==> src/design/gye_pkg.sv <==
// Shared types and constants for the gyro yaw estimator.
package gye_pkg;

  localparam int CalMaxDef  = 4096;
  localparam int QueueDepth = 2;
  localparam int QPtrW      = (QueueDepth > 1) ? $clog2(QueueDepth) : 1;
  localparam int QCntW      = $clog2(QueueDepth + 1);

  localparam logic [2:0] OpSample    = 3'd0;
  localparam logic [2:0] OpTick      = 3'd1;
  localparam logic [2:0] OpCalClear  = 3'd2;
  localparam logic [2:0] OpCalSample = 3'd3;
  localparam logic [2:0] OpCalFinish = 3'd4;

  localparam int RateScale = 35764;
  localparam int FiltKeep  = 45875;
  localparam int FiltNew   = 19661;
  localparam int RateMax   = 16777215;
  localparam int RateMin   = -16777216;
  localparam int AbsMax    = 16777215;
  localparam int PiQ28     = 843314857;
  localparam int TwoPiQ28  = 1686629713;
  localparam int BiasMax   = 8388607;
  localparam int BiasNegLim = 8388608;

  typedef enum logic [2:0] {
    KIND_SAMPLE,
    KIND_TICK,
    KIND_CAL_CLEAR,
    KIND_CAL_ADD,
    KIND_CAL_FINISH,
    KIND_NONE
  } kind_e;

  typedef struct packed {
    kind_e              kind;
    logic signed [15:0] raw;
    logic [23:0]        dt;
  } entry_t;

endpackage

==> src/design/gye_front.sv <==
// Request front end: decodes the operation and queues requests for the back end.
module gye_front (
  input  logic               clk_i,
  input  logic               rst_ni,
  input  logic               valid_i,
  output logic               stall_o,
  input  logic [2:0]         operation_i,
  input  logic signed [15:0] raw_rate_i,
  input  logic [23:0]        time_step_i,
  output gye_pkg::entry_t    head_o,
  output logic               head_valid_o,
  input  logic               pop_i
);
  import gye_pkg::*;

  entry_t            entry_q [QueueDepth];
  entry_t            entry_in;
  kind_e             kind;
  logic [QPtrW-1:0]  wr_ptr_q, wr_ptr_d, rd_ptr_q, rd_ptr_d;
  logic [QCntW-1:0]  fill_q, fill_d;
  logic              push, pop;

  always_comb begin
    unique case (operation_i)
      OpSample:    kind = KIND_SAMPLE;
      OpTick:      kind = KIND_TICK;
      OpCalClear:  kind = KIND_CAL_CLEAR;
      OpCalSample: kind = KIND_CAL_ADD;
      OpCalFinish: kind = KIND_CAL_FINISH;
      default:     kind = KIND_NONE;
    endcase
  end

  assign entry_in     = '{kind: kind, raw: raw_rate_i, dt: time_step_i};
  assign stall_o      = (fill_q == QCntW'(QueueDepth));
  assign head_valid_o = (fill_q != '0);
  assign head_o       = entry_q[rd_ptr_q];
  assign push         = valid_i && !stall_o;
  assign pop          = pop_i && head_valid_o;

  always_comb begin
    wr_ptr_d = wr_ptr_q;
    rd_ptr_d = rd_ptr_q;
    fill_d   = fill_q;
    if (push) begin
      wr_ptr_d = (wr_ptr_q == QPtrW'(QueueDepth - 1)) ? '0 : wr_ptr_q + 1'b1;
    end
    if (pop) begin
      rd_ptr_d = (rd_ptr_q == QPtrW'(QueueDepth - 1)) ? '0 : rd_ptr_q + 1'b1;
    end
    if (push && !pop) begin
      fill_d = fill_q + 1'b1;
    end else if (pop && !push) begin
      fill_d = fill_q - 1'b1;
    end
  end

  always_ff @(posedge clk_i or negedge rst_ni) begin
    if (!rst_ni) begin
      wr_ptr_q <= '0;
      rd_ptr_q <= '0;
      fill_q   <= '0;
    end else begin
      wr_ptr_q <= wr_ptr_d;
      rd_ptr_q <= rd_ptr_d;
      fill_q   <= fill_d;
    end
  end

  always_ff @(posedge clk_i) begin
    if (push) begin
      entry_q[wr_ptr_q] <= entry_in;
    end
  end

endmodule

==> config.mk <==
export PLATFORM = sky130hd
export DESIGN_NAME = gye_front
export DESIGN_NICKNAME = d
export VERILOG_FILES = /design/src/design/gye_pkg.sv /design/src/design/gye_front.sv
export SDC_FILE = /design/constraint.sdc
export NUM_CORES = 1
export LEC_CHECK = 0
export BUFFER_PORTS_ARGS = -buffer_cell sky130_fd_sc_hd__buf_4
export CAP_MARGIN = 20
export CORE_MARGIN = 1.5
export CORE_UTILIZATION = 47
export DETAILED_ROUTE_END_ITERATION = 12
export PLACE_DENSITY = 0.8
export SYNTH_ARGS = -nofsm -noshare
export SYNTH_HDL_FRONTEND = slang
export SYNTH_SLANG_ARGS = --single-unit
export TNS_END_PERCENT = 1
==> constraint.sdc <==
create_clock -name clk_i -period 2.77 [get_ports clk_i]
set_input_delay 0 -clock clk_i [delete_from_list [all_inputs] [get_ports clk_i]]
set_output_delay 0 -clock clk_i [all_outputs]
set_load 0.1 [all_outputs]
; Yosys cells after proc, flatten, opt, wreduce, memory -nomap -nowiden
; Memories as Yosys holds them, arrays and structs flattened.
; Cells that the tools add are included.
[totals]
ram_bits = 86
elab_cells = 30
reg_bits = 4
memories = 1
input_bits = 47
latchBits = 0
romBits = 0
[classes]
addsub = 4
reduce_logical = 10
eq_ne = 5
multipliers = 0
bitwise_logic = 0
muxes = 7
div_mod_pow = 0
shifts = 0
order_cmp = 0
[memory_table]
columns = memory, words, word_bits, read_ports, rd_ports_with_merged_regs, wr, line
row1 = entry_q, 2, 43, 1, 0, 1, gye_front.sv:16  ; entry_t entry_q [QueueDepth];
[ops]
columns = op, count
row1 = $pmux W3 S5, 1
row2 = $eq A3 B2 Y1 const B, 2
row3 = $logic_and A1 B1 Y1, 4
row4 = $mux W1, 4
row5 = $mux W2, 2
row6 = $reduce_bool A2 Y1, 2
row7 = $eq A3 B1 Y1 const B, 1
row8 = $eq A3 B3 Y1 const B, 1
row9 = $logic_not A1 Y1, 3
row10 = $logic_not A3 Y1, 1
row11 = $add A1 B1 Y1 const B, 2
row12 = $add A2 B1 Y2 const B, 1
row13 = $eq A2 B2 Y1 const B, 1
row14 = $sub A2 B1 Y2 const B, 1

; Depth between registers and ports, before layout
[logic_depth]
word_depth = 7
ltp_mapped = 7
ltp_nobuf = 7

; Worst setup path after synthesis
; Ideal clock, no wire load.
[synth_path]
kind = register to register
start = register fill_q[0]
end = memory entry_q[0][0] in the netlist's numbering, enable pin
period_less_slack_ps = 2875
path_stages_with_launch = 4
setup_slack_ps = -105
t_arrival_ps = 2432
required_ps = 2327
cell_sequence = dfrtp_1 -> nand2b_1 -> nand2_1 -> nor2_1
[synth_between]
elab_chain_len = 5
[synth_rtl]
columns = element, line
row1 = "start, declared", gye_front.sv:20  ; logic [QCntW-1:0] fill_q, fill_d;
row2 = "start signal, assigned", gye_front.sv:66  ; fill_q <= fill_d;
row3 = $eq A2 B2 Y1, gye_front.sv:35  ; assign stall_o = (fill_q == QCntW'(QueueDepth));
row4 = $logic_not A1 Y1, gye_front.sv:38  ; assign push = valid_i && !stall_o;
row5 = $logic_and A1 B1 Y1, gye_front.sv:38
row6 = $mux W1, gye_front.sv:71  ; if (push) begin
row7 = $mux W1 (implied by the code), gye_front.sv:72  ; entry_q[wr_ptr_q] <= entry_in;
row8 = "end, declared", gye_front.sv:16
; Every way passes these cells.

==> reports/qor.yml <==
hold_class: "input port to flip-flop"
top_layer_used: "met4"
synth.top_cell.area_share: 0.733
ys_top_cells_by_count: "86 x edfxtp_1, 39 x mux2_4, 4 x buf_12, 4 x dfrtp_1, 4 x mux2_2"
muxShareOfSynthArea: 0.179
arrival_ps: 2030
drt-pass1-iter-count: 4
drive_above_1_share: 0.511
die_w_um: 89.6
synth_edf_count: 86
io_buffers: 91
clockBufferDepth: 2
gp_congestion: 0.678
m1WireLength_mm: 2.72
synth_area_leader_cell: "edfxtp_1"
synth_seq_cells: 90
path_class: "flip-flop to output pin"
synth_top_family_by_area: "multiplexers"
synth_ff_type: "edfxtp_1"
rows: 31
routed_wl_mm: 6.25
layout_setup_ws_ps: 742
synth_xor_area_frac: 0.0124
wl_met3_um: 325
design.portCount: 92
grt_pass1_wl_mm: 9.34
report.final.slew_viol_count: 0
avgSynthCellArea_um2: 22.6
ys_seq_area_frac: 0.762
mappedNetlistArea_um2: 3520
clock_skew_ps: 7.18
fill_cells: 467
worstMarginPinSlew_ps: 667
route.vias.total: 1900
cts_tree: "built"
seq_area_um2: 2680
dieArea_um2: 8020
track_usage: 0.165
hpwl_mm: 3.86
drc: 0
slew_headroom: 0.555
coreArea_um2: 7250
fin_crit_ps: 2030
rsz0062_at_grt: "no"
syn_inst: 156
multi_input_area_um2: 746
n_antenna_cell: 0
grt_start_max_net_pins: 28
report.final.setup_viol: 0
dp_slack_ps: 930
startpoint_type: "flip-flop"
cp-end-kind: "output pin"
finalSetupTns_ps: 0
wire_per_inst_um: 15.4
fmax_ghz: 0.493
finalHoldViolCount: 0
grt_antenna_before_repair: 0
cts-root-buf: "clkbuf_8"
synth_compound_area_frac: 0.00213
worstPathRequired_ps: 2770
syn-num-nets: 204
yosys_warnings: 0
wl_met2_mm: 3.10
yosys-top-cells-area: "edfxtp_1 73%, mux2_4 17%, dfrtp_1 2.8%"
clk_latency_ps: 350
synthAdderAreaFrac: 0.00355
synthArstFlopShare: 0.0444
synth-simple-area-share: 0.0121
syn_to_final_growth_pct: 40.8
cts_resized: 0
cts_buffers: 9
post-route-period-util: 0.732
maxCapViolations: 0
ys_types: 19
ant_nets: 0
status: "finished, final reports clean"
synth_most_common_cell: "edfxtp_1"
via_per_inst: 4.68
drt-initial-drc-count: 63
path_clk_slew_ps: 90
final_nets: 350
grt_pass1_vias: 1933
whs_ps: 34.7
initial_core_util: 0.486
h-tree-depth: 3
die_h_um: 89.6
worst-path-max-fanout: 24
cts_num_sinks: 90
grt_overflow: 0
-- repair_timing --
action,CTS,global route
buffers inserted,0,0
endpoints found under the hold margin,91,0
endpoints found under the setup margin,0,0
hold buffers,46,0
-- per-stage QoR --
stage | utilization | instances | area, µm²
floorplan | - | 156 | 3520
global placement | 0.593 | 344 | 4300
detailed placement | 0.593 | 344 | 4300
CTS | 0.684 | 406 | 4960
global route | 0.684 | 406 | 4960
finish | 0.684 | 406 | 4960
-- final cells by class --
type                            instances  share of cell area
Inverter                                2             0.00151
Multi-Input combinational cell         58               0.150
Sequential cell                        90               0.541
Tap cell                               99              0.0250
Clock inverter                          7              0.0154
Timing Repair Buffer                  141               0.242
Clock buffer                            9              0.0250
-- worst paths after layout --
kind / start / endpoint / slack (ps) / depth (start not counted)
max in group asynchronous: rst_ni / rd_ptr_q / 2010 / 3
worst min register to register: fill_q[1] / fill_q[1] / 510 / 1
worst max-delay path: rd_ptr_q / head_o[34] / 740 / 3
min in group asynchronous: rst_ni / fill_q[0] / 560 / 3
worst max register to register: fill_q[0] / entry_q[1][25] / 950 / 3
worst min-delay path: operation_i[1] / entry_q[0][41] / 30 / 2
-- logic make-up (layout without fill, tap and decap cells) --
kind of cell | Yosys count | count (layout)
muxes | 43 | 43
AOI/OAI and AO/OA | 1 | 1
and+or+nand+nor | 8 | 8
DFF | 90 | 90
xor gates and xnor gates | 5 | 5
buffers and inverters | 8 | 159
adders and majority gates | 1 | 1
-- flip-flops by register name, summed over array words and instances, names as in the netlist --
| name | cells |
|---|---|
| entry_q | 86 |
| rd_ptr_q | 1 |
| wr_ptr_q | 1 |
| fill_q | 2 |
-- worst max-delay path: stages, from the launching register on --
cell and delay, ps:
dfrtp_2 790, buf_12 300, mux2_4 330, buf_4 230
-- routing by layer --
metal,global-route usage,vias up
met3,0.0499,9
li1,-,892
met5,0,-
met1,0.209,925
met2,0.267,74
met4,0.0671,0
-- cell usage in the layout (no fill, tap or decap) --
cell / netlist / layout
a21o_1: 1 / 1
clkinv_4: 0 / 2
mux2_4: 39 / 39
mux2_2: 4 / 4
clkbuf_8: 0 / 9
nand2_1: 1 / 1
inv_1: 2 / 2
nand2b_1: 1 / 1
bufinv_16: 0 / 1
dfrtp_1: 4 / 3
and3_2: 0 / 1
buf_4: 0 / 93
nor2_1: 2 / 1
nor2b_1: 1 / 1
dfrtp_2: 0 / 1
dlygate4sd3_1: 0 / 46
xnor2_1: 3 / 3
or2_1: 1 / 1
ha_1: 1 / 1
inv_6: 0 / 2
nand2_2: 1 / 1
buf_12: 4 / 2
edfxtp_1: 86 / 86
nor2_4: 0 / 1
xor2_1: 2 / 2
clkinvlp_4: 0 / 1
clkinv_1: 0 / 1
Power is not shown: default switching activity piles up to over one toggle a cycle in this logic, so the estimate is an artifact.
